### src/rtl/gbu_pkg.sv
// ----------------------------------------------------------------------------
// gbu_pkg
// Shared types, range tables and constants of the GB18030 four-byte range
// converter.
// ----------------------------------------------------------------------------
package gbu_pkg;

   // Direction codes.
   localparam logic OP_GB_TO_UTF8 = 1'b0;
   localparam logic OP_UTF8_TO_GB = 1'b1;

   localparam int RANGE_COUNT = 13;
   localparam int RANGE_IDX_W = $clog2(RANGE_COUNT);
   localparam int CP_W        = 21;
   localparam int INDEX_W     = 22;

   localparam int QUEUE_DEPTH = 2;

   // UTF-8 word length boundaries, on the packed word and on the code point.
   localparam logic [31:0] WORD_MAX_1 = 32'h0000_007F;
   localparam logic [31:0] WORD_MAX_2 = 32'h0000_FFFF;
   localparam logic [31:0] WORD_MAX_3 = 32'h00FF_FFFF;
   localparam logic [31:0] CP_MAX_1   = 32'h0000_007F;
   localparam logic [31:0] CP_MAX_2   = 32'h0000_07FF;
   localparam logic [31:0] CP_MAX_3   = 32'h0000_FFFF;

   // GB byte origins.
   localparam logic [7:0] GB_LEAD_BASE  = 8'h81;
   localparam logic [7:0] GB_DIGIT_BASE = 8'h30;

   // Round-up reciprocals: floor(n * M >> s) equals floor(n / d) for n < 2^21.
   localparam logic [20:0] RECIP_10     = 21'd1677722;  // s = 24
   localparam logic [21:0] RECIP_1260   = 22'd3408705;  // s = 32
   localparam logic [21:0] RECIP_12600  = 22'd2726964;  // s = 35

   localparam logic [31:0] RANGE_GB_LO [RANGE_COUNT] = '{
      32'h8130D330, 32'h8137A839, 32'h8230A633, 32'h8231D438, 32'h8232C937,
      32'h8233A339, 32'h8233E838, 32'h8234A131, 32'h82358F33, 32'h8336D030,
      32'h84309C38, 32'h8431A234, 32'h90308130
   };
   localparam logic [31:0] RANGE_GB_HI [RANGE_COUNT] = '{
      32'h8136A531, 32'h8138FD38, 32'h8230F237, 32'h8232AF32, 32'h8232F837,
      32'h8233C931, 32'h82349638, 32'h8234E733, 32'h8336C738, 32'h84308534,
      32'h84318537, 32'h8431A439, 32'hE3329A35
   };
   localparam logic [CP_W-1:0] RANGE_UNI_LO [RANGE_COUNT] = '{
      21'h000452, 21'h002643, 21'h00361B, 21'h003CE1, 21'h004160,
      21'h0044D7, 21'h00478E, 21'h0049B8, 21'h009FA6, 21'h00E865,
      21'h00FA2A, 21'h00FFE6, 21'h010000
   };
   localparam logic [CP_W-1:0] RANGE_UNI_HI [RANGE_COUNT] = '{
      21'h00200F, 21'h002E80, 21'h003917, 21'h004055, 21'h004336,
      21'h00464B, 21'h004946, 21'h004C76, 21'h00D7FF, 21'h00F92B,
      21'h00FE2F, 21'h00FFFF, 21'h10FFFF
   };

   typedef logic [INDEX_W-1:0] index_vec_type [RANGE_COUNT];
   typedef logic [CP_W-1:0]    cp_vec_type    [RANGE_COUNT];

   // Weighted byte sum of a packed four-byte code (12600/1260/10/1).
   function automatic logic [INDEX_W-1:0] gb_index(input logic [31:0] w);
      return INDEX_W'(w[31:24]) * INDEX_W'(12600) + INDEX_W'(w[23:16]) * INDEX_W'(1260)
           + INDEX_W'(w[15:8]) * INDEX_W'(10) + INDEX_W'(w[7:0]);
   endfunction

   localparam logic [INDEX_W-1:0] GB_INDEX_BASE = gb_index(32'h81308130);

   // Subtrahend that takes a GB weighted sum to a code point.
   function automatic index_vec_type calc_gb_offset();
      index_vec_type k;
      for (int i = 0; i < RANGE_COUNT; i++) begin
         k[i] = gb_index(RANGE_GB_LO[i]) - INDEX_W'(RANGE_UNI_LO[i]);
      end
      return k;
   endfunction

   // Addend that takes a code point to a linear GB index, modulo 2^21.
   function automatic cp_vec_type calc_cp_offset();
      cp_vec_type k;
      for (int i = 0; i < RANGE_COUNT; i++) begin
         k[i] = CP_W'(gb_index(RANGE_GB_LO[i]) - GB_INDEX_BASE
                      - INDEX_W'(RANGE_UNI_LO[i]));
      end
      return k;
   endfunction

   localparam index_vec_type RANGE_GB_OFFSET = calc_gb_offset();
   localparam cp_vec_type    RANGE_CP_OFFSET = calc_cp_offset();

   // One classified word as it travels from the front to the back.
   typedef struct packed {
      logic                   op;
      logic                   hit;
      logic [RANGE_IDX_W-1:0] rng;
      logic [31:0]            value;  // GB code, or the decoded code point
   } item_type;

endpackage

### src/rtl/gbu_if.sv
// ----------------------------------------------------------------------------
// gbu_req_if / gbu_rsp_if
// Valid/ready channels of the converter: request words in, result words out.
// ----------------------------------------------------------------------------
interface gbu_req_if;
   logic        valid;
   logic        ready;
   logic        op;
   logic [31:0] code_word;

   modport source (output valid, output op, output code_word, input ready);
   modport sink   (input valid, input op, input code_word, output ready);
endinterface

interface gbu_rsp_if;
   logic        valid;
   logic        ready;
   logic [31:0] result_word;
   logic        mapped;

   modport source (output valid, output result_word, output mapped, input ready);
   modport sink   (input valid, input result_word, input mapped, output ready);
endinterface

### src/rtl/gbu_front.sv
// ----------------------------------------------------------------------------
// gbu_front
// Takes request words, unpacks UTF-8 words to code points and finds the
// matching range, then hands the classified word to the queue.
// ----------------------------------------------------------------------------
module gbu_front (
   gbu_req_if.sink           req_chan,
   output logic              push_valid,
   output gbu_pkg::item_type push_item,
   input  logic              push_ready
);

   logic [gbu_pkg::CP_W-1:0]        cp;
   logic [31:0]                     key;
   logic                            hit;
   logic [gbu_pkg::RANGE_IDX_W-1:0] rng;

   assign req_chan.ready = push_ready;
   assign push_valid     = req_chan.valid;

   // Marker bits are ignored; the word's magnitude alone picks the length.
   always_comb begin
      cp = '0;
      if (req_chan.code_word <= gbu_pkg::WORD_MAX_1) begin
         cp = gbu_pkg::CP_W'(req_chan.code_word[6:0]);
      end else if (req_chan.code_word <= gbu_pkg::WORD_MAX_2) begin
         cp = gbu_pkg::CP_W'({req_chan.code_word[12:8], req_chan.code_word[5:0]});
      end else if (req_chan.code_word <= gbu_pkg::WORD_MAX_3) begin
         cp = gbu_pkg::CP_W'({req_chan.code_word[19:16], req_chan.code_word[13:8],
                              req_chan.code_word[5:0]});
      end else begin
         cp = {req_chan.code_word[26:24], req_chan.code_word[21:16],
               req_chan.code_word[13:8], req_chan.code_word[5:0]};
      end
   end

   assign key = (req_chan.op == gbu_pkg::OP_GB_TO_UTF8) ? req_chan.code_word : 32'(cp);

   // Ranges are disjoint; scanning downward leaves the lowest match.
   always_comb begin
      hit = 1'b0;
      rng = '0;
      for (int i = gbu_pkg::RANGE_COUNT - 1; i >= 0; i--) begin
         if (req_chan.op == gbu_pkg::OP_GB_TO_UTF8) begin
            if (key >= gbu_pkg::RANGE_GB_LO[i] && key <= gbu_pkg::RANGE_GB_HI[i]) begin
               hit = 1'b1;
               rng = gbu_pkg::RANGE_IDX_W'(i);
            end
         end else begin
            if (key >= 32'(gbu_pkg::RANGE_UNI_LO[i])
                && key <= 32'(gbu_pkg::RANGE_UNI_HI[i])) begin
               hit = 1'b1;
               rng = gbu_pkg::RANGE_IDX_W'(i);
            end
         end
      end
   end

   assign push_item.op    = req_chan.op;
   assign push_item.hit   = hit;
   assign push_item.rng   = rng;
   assign push_item.value = key;

endmodule

### src/rtl/gbu_queue.sv
// ----------------------------------------------------------------------------
// gbu_queue
// Short register FIFO between the classifying front and the compute back.
// ----------------------------------------------------------------------------
module gbu_queue (
   input  logic              clock,
   input  logic              reset,
   input  logic              push_valid,
   input  gbu_pkg::item_type push_item,
   output logic              push_ready,
   output logic              pop_valid,
   output gbu_pkg::item_type pop_item,
   input  logic              pop_ready
);

   localparam int PTR_W = (gbu_pkg::QUEUE_DEPTH > 1) ? $clog2(gbu_pkg::QUEUE_DEPTH) : 1;
   localparam int CNT_W = $clog2(gbu_pkg::QUEUE_DEPTH + 1);

   gbu_pkg::item_type entry_ff [gbu_pkg::QUEUE_DEPTH];
   logic [PTR_W-1:0]  wr_ptr_ff, wr_ptr_in;
   logic [PTR_W-1:0]  rd_ptr_ff, rd_ptr_in;
   logic [CNT_W-1:0]  count_ff, count_in;
   logic              push, pop;

   assign push_ready = (count_ff != CNT_W'(gbu_pkg::QUEUE_DEPTH));
   assign pop_valid  = (count_ff != '0);
   assign pop_item   = entry_ff[rd_ptr_ff];
   assign push       = push_valid && push_ready;
   assign pop        = pop_valid && pop_ready;

   always_comb begin
      wr_ptr_in = wr_ptr_ff;
      rd_ptr_in = rd_ptr_ff;
      count_in  = count_ff;
      if (push) begin
         wr_ptr_in = (wr_ptr_ff == PTR_W'(gbu_pkg::QUEUE_DEPTH - 1)) ? '0 : wr_ptr_ff + 1'b1;
      end
      if (pop) begin
         rd_ptr_in = (rd_ptr_ff == PTR_W'(gbu_pkg::QUEUE_DEPTH - 1)) ? '0 : rd_ptr_ff + 1'b1;
      end
      if (push && !pop) begin
         count_in = count_ff + 1'b1;
      end else if (pop && !push) begin
         count_in = count_ff - 1'b1;
      end
   end

   always_ff @(posedge clock) begin
      if (reset) begin
         wr_ptr_ff <= '0;
         rd_ptr_ff <= '0;
         count_ff  <= '0;
      end else begin
         wr_ptr_ff <= wr_ptr_in;
         rd_ptr_ff <= rd_ptr_in;
         count_ff  <= count_in;
      end
   end

   always_ff @(posedge clock) begin
      if (push) begin
         entry_ff[wr_ptr_ff] <= push_item;
      end
   end

endmodule

### src/rtl/gbu_back.sv
// ----------------------------------------------------------------------------
// gbu_back
// Three-stage elastic pipeline: weighted GB sum or offset code point, then the
// range subtraction or reciprocal divisions, then packing into the result word.
// ----------------------------------------------------------------------------
module gbu_back (
   input  logic              clock,
   input  logic              reset,
   input  logic              pop_valid,
   input  gbu_pkg::item_type pop_item,
   output logic              pop_ready,
   gbu_rsp_if.source         rsp_chan
);

   // Stage 1: weighted GB sum, or linear GB index.
   logic                            v1_ff, v1_in;
   logic                            op1_ff, hit1_ff;
   logic [gbu_pkg::RANGE_IDX_W-1:0] rng1_ff;
   logic [gbu_pkg::INDEX_W-1:0]     acc1_ff, acc1_in;

   // Stage 2: code point, or the three quotients of the linear index.
   logic                     v2_ff, v2_in;
   logic                     op2_ff, hit2_ff;
   logic [31:0]              u2_ff, u2_in;
   logic [gbu_pkg::CP_W-1:0] n2_ff;
   logic [17:0]              q10_ff, q10_in;
   logic [10:0]              q1260_ff, q1260_in;
   logic [7:0]               q12600_ff, q12600_in;
   logic [41:0]              prod10;
   logic [42:0]              prod1260, prod12600;

   // Stage 3: result register.
   logic        v3_ff, v3_in;
   logic [31:0] result_ff, result_in;
   logic        mapped_ff;

   logic        adv1, adv2, adv3;
   logic [31:0] utf_word, gb_word;
   logic [20:0] rem_d;
   logic [17:0] rem_c;
   logic [10:0] rem_b;

   // A stage takes new data when it is empty or its content moves on.
   assign adv3      = !v3_ff || rsp_chan.ready;
   assign adv2      = !v2_ff || adv3;
   assign adv1      = !v1_ff || adv2;
   assign pop_ready = adv1;

   assign v1_in = adv1 ? pop_valid : v1_ff;
   assign v2_in = adv2 ? v1_ff : v2_ff;
   assign v3_in = adv3 ? v2_ff : v3_ff;

   always_comb begin
      if (pop_item.op == gbu_pkg::OP_GB_TO_UTF8) begin
         acc1_in = gbu_pkg::gb_index(pop_item.value);
      end else begin
         acc1_in = gbu_pkg::INDEX_W'(pop_item.value[gbu_pkg::CP_W-1:0]
                                     + gbu_pkg::RANGE_CP_OFFSET[pop_item.rng]);
      end
   end

   // Stage 2 arithmetic. The difference wraps modulo 2^32 for malformed bytes.
   assign u2_in     = 32'(acc1_ff) - 32'(gbu_pkg::RANGE_GB_OFFSET[rng1_ff]);
   assign prod10    = 42'(acc1_ff[gbu_pkg::CP_W-1:0]) * 42'(gbu_pkg::RECIP_10);
   assign prod1260  = 43'(acc1_ff[gbu_pkg::CP_W-1:0]) * 43'(gbu_pkg::RECIP_1260);
   assign prod12600 = 43'(acc1_ff[gbu_pkg::CP_W-1:0]) * 43'(gbu_pkg::RECIP_12600);
   assign q10_in    = prod10[41:24];
   assign q1260_in  = prod1260[42:32];
   assign q12600_in = prod12600[42:35];

   // Remainders give the low three GB bytes.
   assign rem_d = n2_ff - 21'(q10_ff) * 21'(10);
   assign rem_c = q10_ff - 18'(q1260_ff) * 18'(126);
   assign rem_b = q1260_ff - 11'(q12600_ff) * 11'(10);

   assign gb_word = {gbu_pkg::GB_LEAD_BASE + q12600_ff,
                     gbu_pkg::GB_DIGIT_BASE + {4'b0, rem_b[3:0]},
                     gbu_pkg::GB_LEAD_BASE + {1'b0, rem_c[6:0]},
                     gbu_pkg::GB_DIGIT_BASE + {4'b0, rem_d[3:0]}};

   always_comb begin
      if (u2_ff <= gbu_pkg::CP_MAX_1) begin
         utf_word = u2_ff;
      end else if (u2_ff <= gbu_pkg::CP_MAX_2) begin
         utf_word = {16'h0, 3'b110, u2_ff[10:6], 2'b10, u2_ff[5:0]};
      end else if (u2_ff <= gbu_pkg::CP_MAX_3) begin
         utf_word = {8'h0, 4'b1110, u2_ff[15:12], 2'b10, u2_ff[11:6], 2'b10, u2_ff[5:0]};
      end else begin
         utf_word = {5'b11110, u2_ff[20:18], 2'b10, u2_ff[17:12], 2'b10, u2_ff[11:6],
                     2'b10, u2_ff[5:0]};
      end
   end

   always_comb begin
      result_in = '0;
      if (hit2_ff) begin
         result_in = (op2_ff == gbu_pkg::OP_GB_TO_UTF8) ? utf_word : gb_word;
      end
   end

   always_ff @(posedge clock) begin
      if (reset) begin
         v1_ff <= 1'b0;
         v2_ff <= 1'b0;
         v3_ff <= 1'b0;
      end else begin
         v1_ff <= v1_in;
         v2_ff <= v2_in;
         v3_ff <= v3_in;
      end
   end

   always_ff @(posedge clock) begin
      if (adv1) begin
         op1_ff  <= pop_item.op;
         hit1_ff <= pop_item.hit;
         rng1_ff <= pop_item.rng;
         acc1_ff <= acc1_in;
      end
      if (adv2) begin
         op2_ff    <= op1_ff;
         hit2_ff   <= hit1_ff;
         u2_ff     <= u2_in;
         n2_ff     <= acc1_ff[gbu_pkg::CP_W-1:0];
         q10_ff    <= q10_in;
         q1260_ff  <= q1260_in;
         q12600_ff <= q12600_in;
      end
      if (adv3) begin
         result_ff <= result_in;
         mapped_ff <= hit2_ff;
      end
   end

   assign rsp_chan.valid       = v3_ff;
   assign rsp_chan.result_word = result_ff;
   assign rsp_chan.mapped      = mapped_ff;

endmodule

### src/rtl/gb18030_utf8_range_converter_unit.sv
// ----------------------------------------------------------------------------
// gb18030_utf8_range_converter_unit
// Converts packed four-byte GB18030 codes in the thirteen numeric ranges to
// UTF-8 words and back.
// ----------------------------------------------------------------------------
// Path: an accepted word is stored in the queue, then passes stages 1, 2 and 3.
// Throughput: one word per cycle while the result side does not stall, set by the three-stage compute pipeline.
// Reset: synchronous; empties the queue and all pipeline stages, no clear pass.
module gb18030_utf8_range_converter_unit (
   input  logic      clock,
   input  logic      reset,
   gbu_req_if.sink   req_chan,
   gbu_rsp_if.source rsp_chan
);

   logic              push_valid, push_ready;
   logic              pop_valid, pop_ready;
   gbu_pkg::item_type push_item, pop_item;

   gbu_front u_front (
      .req_chan   (req_chan),
      .push_valid (push_valid),
      .push_item  (push_item),
      .push_ready (push_ready)
   );

   gbu_queue u_queue (
      .clock      (clock),
      .reset      (reset),
      .push_valid (push_valid),
      .push_item  (push_item),
      .push_ready (push_ready),
      .pop_valid  (pop_valid),
      .pop_item   (pop_item),
      .pop_ready  (pop_ready)
   );

   gbu_back u_back (
      .clock     (clock),
      .reset     (reset),
      .pop_valid (pop_valid),
      .pop_item  (pop_item),
      .pop_ready (pop_ready),
      .rsp_chan  (rsp_chan)
   );

endmodule

### src/flat_wrapper.sv
// flat-port wrapper written by rule: the top's interface ports become plain ports
module gb18030_utf8_range_converter_unit_flat 
  (clock, reset, req_chan_valid, req_chan_op, req_chan_code_word, req_chan_ready, rsp_chan_valid, rsp_chan_result_word, rsp_chan_mapped, rsp_chan_ready);
  gbu_req_if req_chan_i ();
  gbu_rsp_if rsp_chan_i ();
  input  logic clock;
  input  logic reset;
  input wire logic [$bits(req_chan_i.valid)-1:0] req_chan_valid;
  input wire logic [$bits(req_chan_i.op)-1:0] req_chan_op;
  input wire logic [$bits(req_chan_i.code_word)-1:0] req_chan_code_word;
  output wire logic [$bits(req_chan_i.ready)-1:0] req_chan_ready;
  output wire logic [$bits(rsp_chan_i.valid)-1:0] rsp_chan_valid;
  output wire logic [$bits(rsp_chan_i.result_word)-1:0] rsp_chan_result_word;
  output wire logic [$bits(rsp_chan_i.mapped)-1:0] rsp_chan_mapped;
  input wire logic [$bits(rsp_chan_i.ready)-1:0] rsp_chan_ready;
  assign req_chan_i.valid = req_chan_valid;
  assign req_chan_i.op = req_chan_op;
  assign req_chan_i.code_word = req_chan_code_word;
  assign req_chan_ready = req_chan_i.ready;
  assign rsp_chan_valid = rsp_chan_i.valid;
  assign rsp_chan_result_word = rsp_chan_i.result_word;
  assign rsp_chan_mapped = rsp_chan_i.mapped;
  assign rsp_chan_i.ready = rsp_chan_ready;
  gb18030_utf8_range_converter_unit u_core (.clock(clock), .reset(reset), .req_chan(req_chan_i), .rsp_chan(rsp_chan_i));
endmodule
### config.mk
export PLATFORM = sky130hd
export DESIGN_NAME = gb18030_utf8_range_converter_unit_flat
export DESIGN_NICKNAME = d
export VERILOG_FILES = /design/src/rtl/gbu_pkg.sv /design/src/rtl/gbu_if.sv /design/src/rtl/gbu_front.sv /design/src/rtl/gbu_queue.sv /design/src/rtl/gbu_back.sv /design/src/rtl/gb18030_utf8_range_converter_unit.sv /design/src/flat_wrapper.sv
export SDC_FILE = /design/constraint.sdc
export NUM_CORES = 2
export LEC_CHECK = 0
export BUFFER_PORTS_ARGS = -buffer_cell sky130_fd_sc_hd__buf_2
export CAP_MARGIN = 5
export CORE_MARGIN = 4
export CORE_UTILIZATION = 50
export DETAILED_ROUTE_END_ITERATION = 7
export PLACE_DENSITY = 0.77
export SYNTH_ARGS = -nofsm -noshare
export SYNTH_HDL_FRONTEND = slang
export SYNTH_SLANG_ARGS = --single-unit
### constraint.sdc
create_clock -name clock -period 7.2 [get_ports clock]
set_input_delay 1.08 -clock clock [delete_from_list [all_inputs] [get_ports clock]]
set_output_delay 1.08 -clock clock [all_outputs]
set_load 0.02 [all_outputs]
Yosys cells after proc, flatten, opt, wreduce, memory -nomap -nowiden:

Memories as Yosys holds them, arrays and structs flattened. A register that Yosys moved wholly into a read port is not among the register bits.
Cells that the tools add are included.

* flip-flop bits (word level): 143
* RAM bits: 76
* memory bits (read-only): 688
* logic and storage cells: 249
* memories kept: 3

* add/sub/neg operators: 16
* multiply operators: 9
* magnitude comparators: 60
* equal/unequal tests: 1
* multiplexer cells: 99
* bitwise gates (word level): 2
* reduce and logical (&&, ||, !) cells: 40

Memory list
* (name not given): words 16, width 22, rd ports 1, clocked after Yosys merged registers in 0, wr ports 0, RTL line gbu_back.sv:63 `assign u2_in = 32'(acc1_ff) - 32'(gbu_pkg::RANGE_GB_OFFSET[rng1_ff]);`
* (name not given): words 16, width 21, rd ports 1, clocked after Yosys merged registers in 0, wr ports 0, RTL line gbu_back.sv:58 `+ gbu_pkg::RANGE_CP_OFFSET[pop_item.rng]);`
* u_core.u_queue.entry_ff: words 2, width 38, rd ports 1, clocked after Yosys merged registers in 1, wr ports 1, RTL line gbu_queue.sv:19 `gbu_pkg::item_type entry_ff [gbu_pkg::QUEUE_DEPTH];`

Operators by type and width (number)
* >= comparator 32 bit (second input constant): 13
* <= comparator 32 bit (second input constant): 13
* <= comparator 32 x 16 -> 1 bit (second input constant): 6
* <= comparator 32 x 15 -> 1 bit (second input constant): 5
* two-way mux 32 bit: 5
* two-way mux 4 bit: 39
* >= comparator 32 x 15 -> 1 bit (second input constant): 4
* >= comparator 32 x 16 -> 1 bit (second input constant): 4
* two-way mux 21 bit: 5
* >= comparator 32 x 14 -> 1 bit (second input constant): 3
* <= comparator 32 x 14 -> 1 bit (second input constant): 3
* multiplier 21 x 20 -> 41 bit (second input constant): 2
* two-way mux 22 bit: 3
* <= comparator 32 x 7 -> 1 bit (second input constant): 2
* two-way mux 1 bit: 45
* multiplier 21 x 22 -> 43 bit (second input constant): 1
* >= comparator 32 x 11 -> 1 bit (second input constant): 1
* >= comparator 32 x 17 -> 1 bit (second input constant): 1
* <= comparator 32 x 11 -> 1 bit (second input constant): 1
* <= comparator 32 x 21 -> 1 bit (second input constant): 1
* <= comparator 32 x 24 -> 1 bit (second input constant): 1
* logical AND 1 bit: 30
* subtractor 22 x 22 -> 23 bit: 1
* adder 21 x 21 -> 22 bit: 1
* other kinds (24): 37

Longest topological paths before layout:

* depth after elaboration: 33
* depth in mapped cells: 32
* mapped depth without buffers: 30

Hierarchy:

A second synthesis with hierarchy kept.

* cell total of the unflattened synthesis: 3408
* area, all modules: 33871.2 sq um

Modules (own cells, without submodules)
* gbu_back: instances 1, cells an instance 2684, area an instance 27350.0 sq um, seq. area each 3393.3 sq um
* gbu_front: instances 1, cells an instance 582, area an instance 3555.9 sq um, seq. area each 0.0 sq um
* gbu_queue: instances 1, cells an instance 142, area an instance 2965.3 sq um, seq. area each 2382.3 sq um

Worst setup path before layout:

No wires, ideal clock.

* path kind: reg2reg
* start: reg (tool-made name)
* end: reg u_core.u_back.acc1_ff[20] (netlist name), data pin
* setup time: 0.269 ns
* arrival time: 7.089 ns
* data required time: 6.931 ns
* path slack: -0.158 ns
* stages on the path, launching flop included: 26
* buffers on the path: 2
* clock period less this slack: 7.358 ns
* cell sequence: dfxtp_1 -> clkbuf_1 -> clkbuf_1 -> mux2i_1 -> fa_1 -> fa_1 -> fa_1 -> inv_1 -> fa_1 -> ha_1 -> a21boi_0 -> o21ai_0 -> a21boi_0 -> o21ai_0 -> nor2b_1 -> xnor2_1 -> ha_1 -> ha_1 -> ha_1 -> or2_2 -> a21oi_1 -> a21oi_1 -> a2111oi_0 -> a21oi_1 -> xnor2_1 -> mux2i_1

RTL lines
* end signal: assignment: RTL line gbu_back.sv:118 `acc1_ff <= acc1_in;`
* end: declaration: RTL line gbu_back.sv:19 `logic [gbu_pkg::INDEX_W-1:0] acc1_ff, acc1_in;`

Worst setup path after layout:

* start: reg u_core.u_back.acc1_ff[7] (netlist name)
* end: reg u_core.u_back.q10_ff[6], data pin

* cells in the longest elaborated chain, start to end: 1

RTL lines
* multiplier 21 x 20 -> 41 bit: RTL line gbu_back.sv:64 `assign prod10 = 42'(acc1_ff[gbu_pkg::CP_W-1:0]) * 42'(gbu_pkg::RECIP_10);`
* net u_core.u_back.prod10[30]: RTL line gbu_back.sv:29 `logic [41:0] prod10;`
* end signal: assignment: RTL line gbu_back.sv:125 `q10_ff <= q10_in;`
* end: declaration: RTL line gbu_back.sv:26 `logic [17:0] q10_ff, q10_in;`

The timed path passes the listed nets, and every way through them passes these cells.
A chain may end at the register's enable or synchronous reset.

==> impl_metrics.csv <==
group,metric,value,unit
critical_path,path_buf_inv,2,
layout,syn_to_final_growth,7.525,%
sta,slew_headroom,18.83,%
critical_path,crit_chain,"buf_4, ha_1, fa_1, fa_1, fa_1, fa_1, fa_1, ha_1, ha_1, and3_1, o2111ai_1, a31oi_1, a211oi_1, buf_4, a311oi_1, a211oi_1, o21bai_1, xnor2_1",
cts,cts_made_buffers,17,
layout,multi_input_area,24680,sq um
synth,yosysTopAreaCellShare,25.78,%
placed_design,place_congestion,1.018,
sta,min_period_over_period,95.34,%
cts,cts_max_level,4,
floorplanning,dieHeight,265.1,um
floorplanning,io_pins,72,
sta,setup_violations,0,
critical_path,reg2reg_from,"u_core.u_back.acc1_ff[7]$_DFFE_PN_",
layout,final_layout_size_suffix_gt1_share,7.438,%
synth,yosysMostFrequentCell,"ha_1",
drt,first_pass_iters,8,
sta,report.final.slew_viol_count,0,
floorplanning,die_width,265.1,um
critical_path,startpoint,"u_core.u_back.acc1_ff[7]$_DFFE_PN_",
critical_path,crit_fanout,8,
critical_path,required,7.41,ns
placed_design,hpwlAfterDp,77140,um
grt,overflow,0,
cts,postCtsHoldBufs,0,
synth,synth_enable_flop_cells,187,
synth,ys_top_cells_by_count,"681 x ha_1, 633 x inv_1, 378 x fa_1",
sta,max_freq,145.7,MHz
layout,seqCellArea,5779,sq um
cts,clockRootBuffer,"clkbuf_16",
layout,num-fill-cells,5623,
synth,ys.flop_type,"edfxtp_1",
synth,synth_nets,4421,
drt,drc_errors,0,
synth,syn-instance-count,3325,
cts,clk_pin_slew_worst_paths,0.07,ns
grt,grt_pass1_wl,144500,um
outcome,status,"completed",
drt,num_vias,25100,
layout,fin_nets,4525,
grt,grt_max_degree,51,
synth,synth_top_area_cell,"ha_1",
synth,ys_ff_latch,195,
sta,setup_ws,0.3356,ns
sta,clock_skew,0.01632,ns
sta,worstMarginPinSlew,1.205,ns
floorplanning,start_util,50.91,%
drt,vias_per_cell,5.842,
critical_path,crit_slowest_cell,"ha_1",
critical_path,path_common_cell,"fa_1",
cts,clk_latency,0.48,ns
synth,synth.cell_area,33050,sq um
critical_path,start_kind,"register",
synth,synthArstFlopShare,0,%
grt,track_usage,26.29,%
grt,antenna_found_initial,0,
critical_path,crit_type,"reg2reg",
critical_path,slowest_delay,0.60,ns
critical_path,endpoint_kind,"register",
cts,clockBufferDepth,2,
drt,drt_iter0_drc,1915,
min_path,min_from,"u_core.u_back.hit1_ff$_DFFE_PN_",
placed_design,portBuffers,71,
synth,yosysSeqAreaShare,17.47,%
floorplanning,die-area,70280,sq um
min_path,hold_class,"reg2reg",
grt,grt_pass1_vias,26100,
layout,antenna_cells,0,
critical_path,crit_family,"adder cells",
floorplanning,core,64930,sq um
cts,cts_setup_buffers,0,
synth,syn_area_per_cell,9.941,sq um
synth,yosys_warnings,0,
synth,ys_types,83,
floorplanning,rows,93,
critical_path,critPathArrivalTime,7.08,ns
sta,period_needed,6.864,ns
cts,cts_tree,"built",
drt,wire_per_inst,21.44,um
synth,synth.area.top_cells,"ha_1 26%, fa_1 23%, edfxtp_1 17%",
placed_design,dp_slack,0.1199,ns
drt,finalWirelength,92140,um
flow_run,maxCapViolCount,0,
cts,cts_num_sinks,195,
drt,drtAntennaViolNets,0,
sta,hold_viol,0,
## state kept, by name, indices dropped and copies added (netlist names), 2 cells and up, named ones only
name,flops
u_core.u_back.rng1_ff,4
u_core.u_back.rsp_chan.result_word,32
u_core.u_queue.count_ff,2
u_core.u_back.q10_ff,7
u_core.u_back.q1260_ff,6
u_core.u_queue.entry_ff,76
u_core.u_back.acc1_ff,22
u_core.u_back.u2_ff,23
u_core.u_back.q12600_ff,8
u_core.u_back.n2_ff,4
## per-layer routing
layer,track usage (%),wire (um)
met2,45.52,44890
met4,12.44,4969
met5,0,0
met3,3.913,5569
met1,32.42,36710
## path summary, 6_finish.rpt
path	to	slack, ns	cells after the start
setup / recovery	u_core.u_back.q10_ff[6]$_DFFE_PP_	0.34	18
hold / removal	u_core.u_back.hit2_ff$_DFFE_PP_	0.42	0
setup reg to reg	u_core.u_back.q10_ff[6]$_DFFE_PP_	0.34	18
hold reg to reg	u_core.u_back.hit2_ff$_DFFE_PP_	0.42	0
## cell type report
class | count | share of cell area, %
sequential | 195 | 16.26
multi-input combinational | 2426 | 69.45
timing repair buffer | 153 | 2.778
clock buffer | 17 | 1.197
inverter | 636 | 6.717
clock inverter | 15 | 0.5879
tap | 855 | 3.010
## placed cells by master, fill, tap and decap left out, types with 13 or more instances in the layout
cell	n
mux2_2	26
buf_2	71
nor2b_1	38
nand2b_1	17
nand4_1	21
o211ai_1	15
or4_1	13
o21ai_0	107
and3_1	20
o21a_1	32
nand3_1	60
or2_2	19
nor2_1	157
a211oi_1	24
a21o_1	30
o31ai_1	14
xnor2_1	108
clkbuf_16	17
nand2_1	144
buf_4	80
xor2_1	35
nor4_1	30
a21oi_1	135
nor3_1	69
edfxtp_1	187
ha_1	681
fa_1	378
mux2i_1	30
inv_1	633
## cell families after synthesis
group	synth area share [%]
simple gates	9.679
compound gates	10.39
mux	1.946
fa+ha+maj	48.67
flops	17.47
xor+xnor	3.789
buf+inv	8.048
## per-stage QoR
| step | instance area (sq um) | instances | setup TNS, ns | hold WS [ns] | util (%) |
|---|---|---|---|---|---|
| after CTS | 35480 | 4297 | 0 | 0.4263 | 54.65 |
| after global routing | 35540 | 4297 | -0.03844 | 0.4404 | 54.74 |
| after global placement | 34850 | 4265 | 0 | 0.4067 | 53.67 |
| after detailed placement | 34850 | 4265 | 0 | 0.4075 | 53.67 |
| after floorplan | 33050 | 3325 | 0 | 0.4003 | - |
| final | 35540 | 4297 | 0 | 0.4216 | 54.74 |
## what timing repair did
item,4_1_cts,5_1_grt
resized for setup,0,17
endpoints found under the hold margin,0,0
endpoints found under the setup margin,0,5
Power is left out: the tool's default activity adds up to more than one toggle a clock period on the data nets, which glitch-free logic cannot reach.
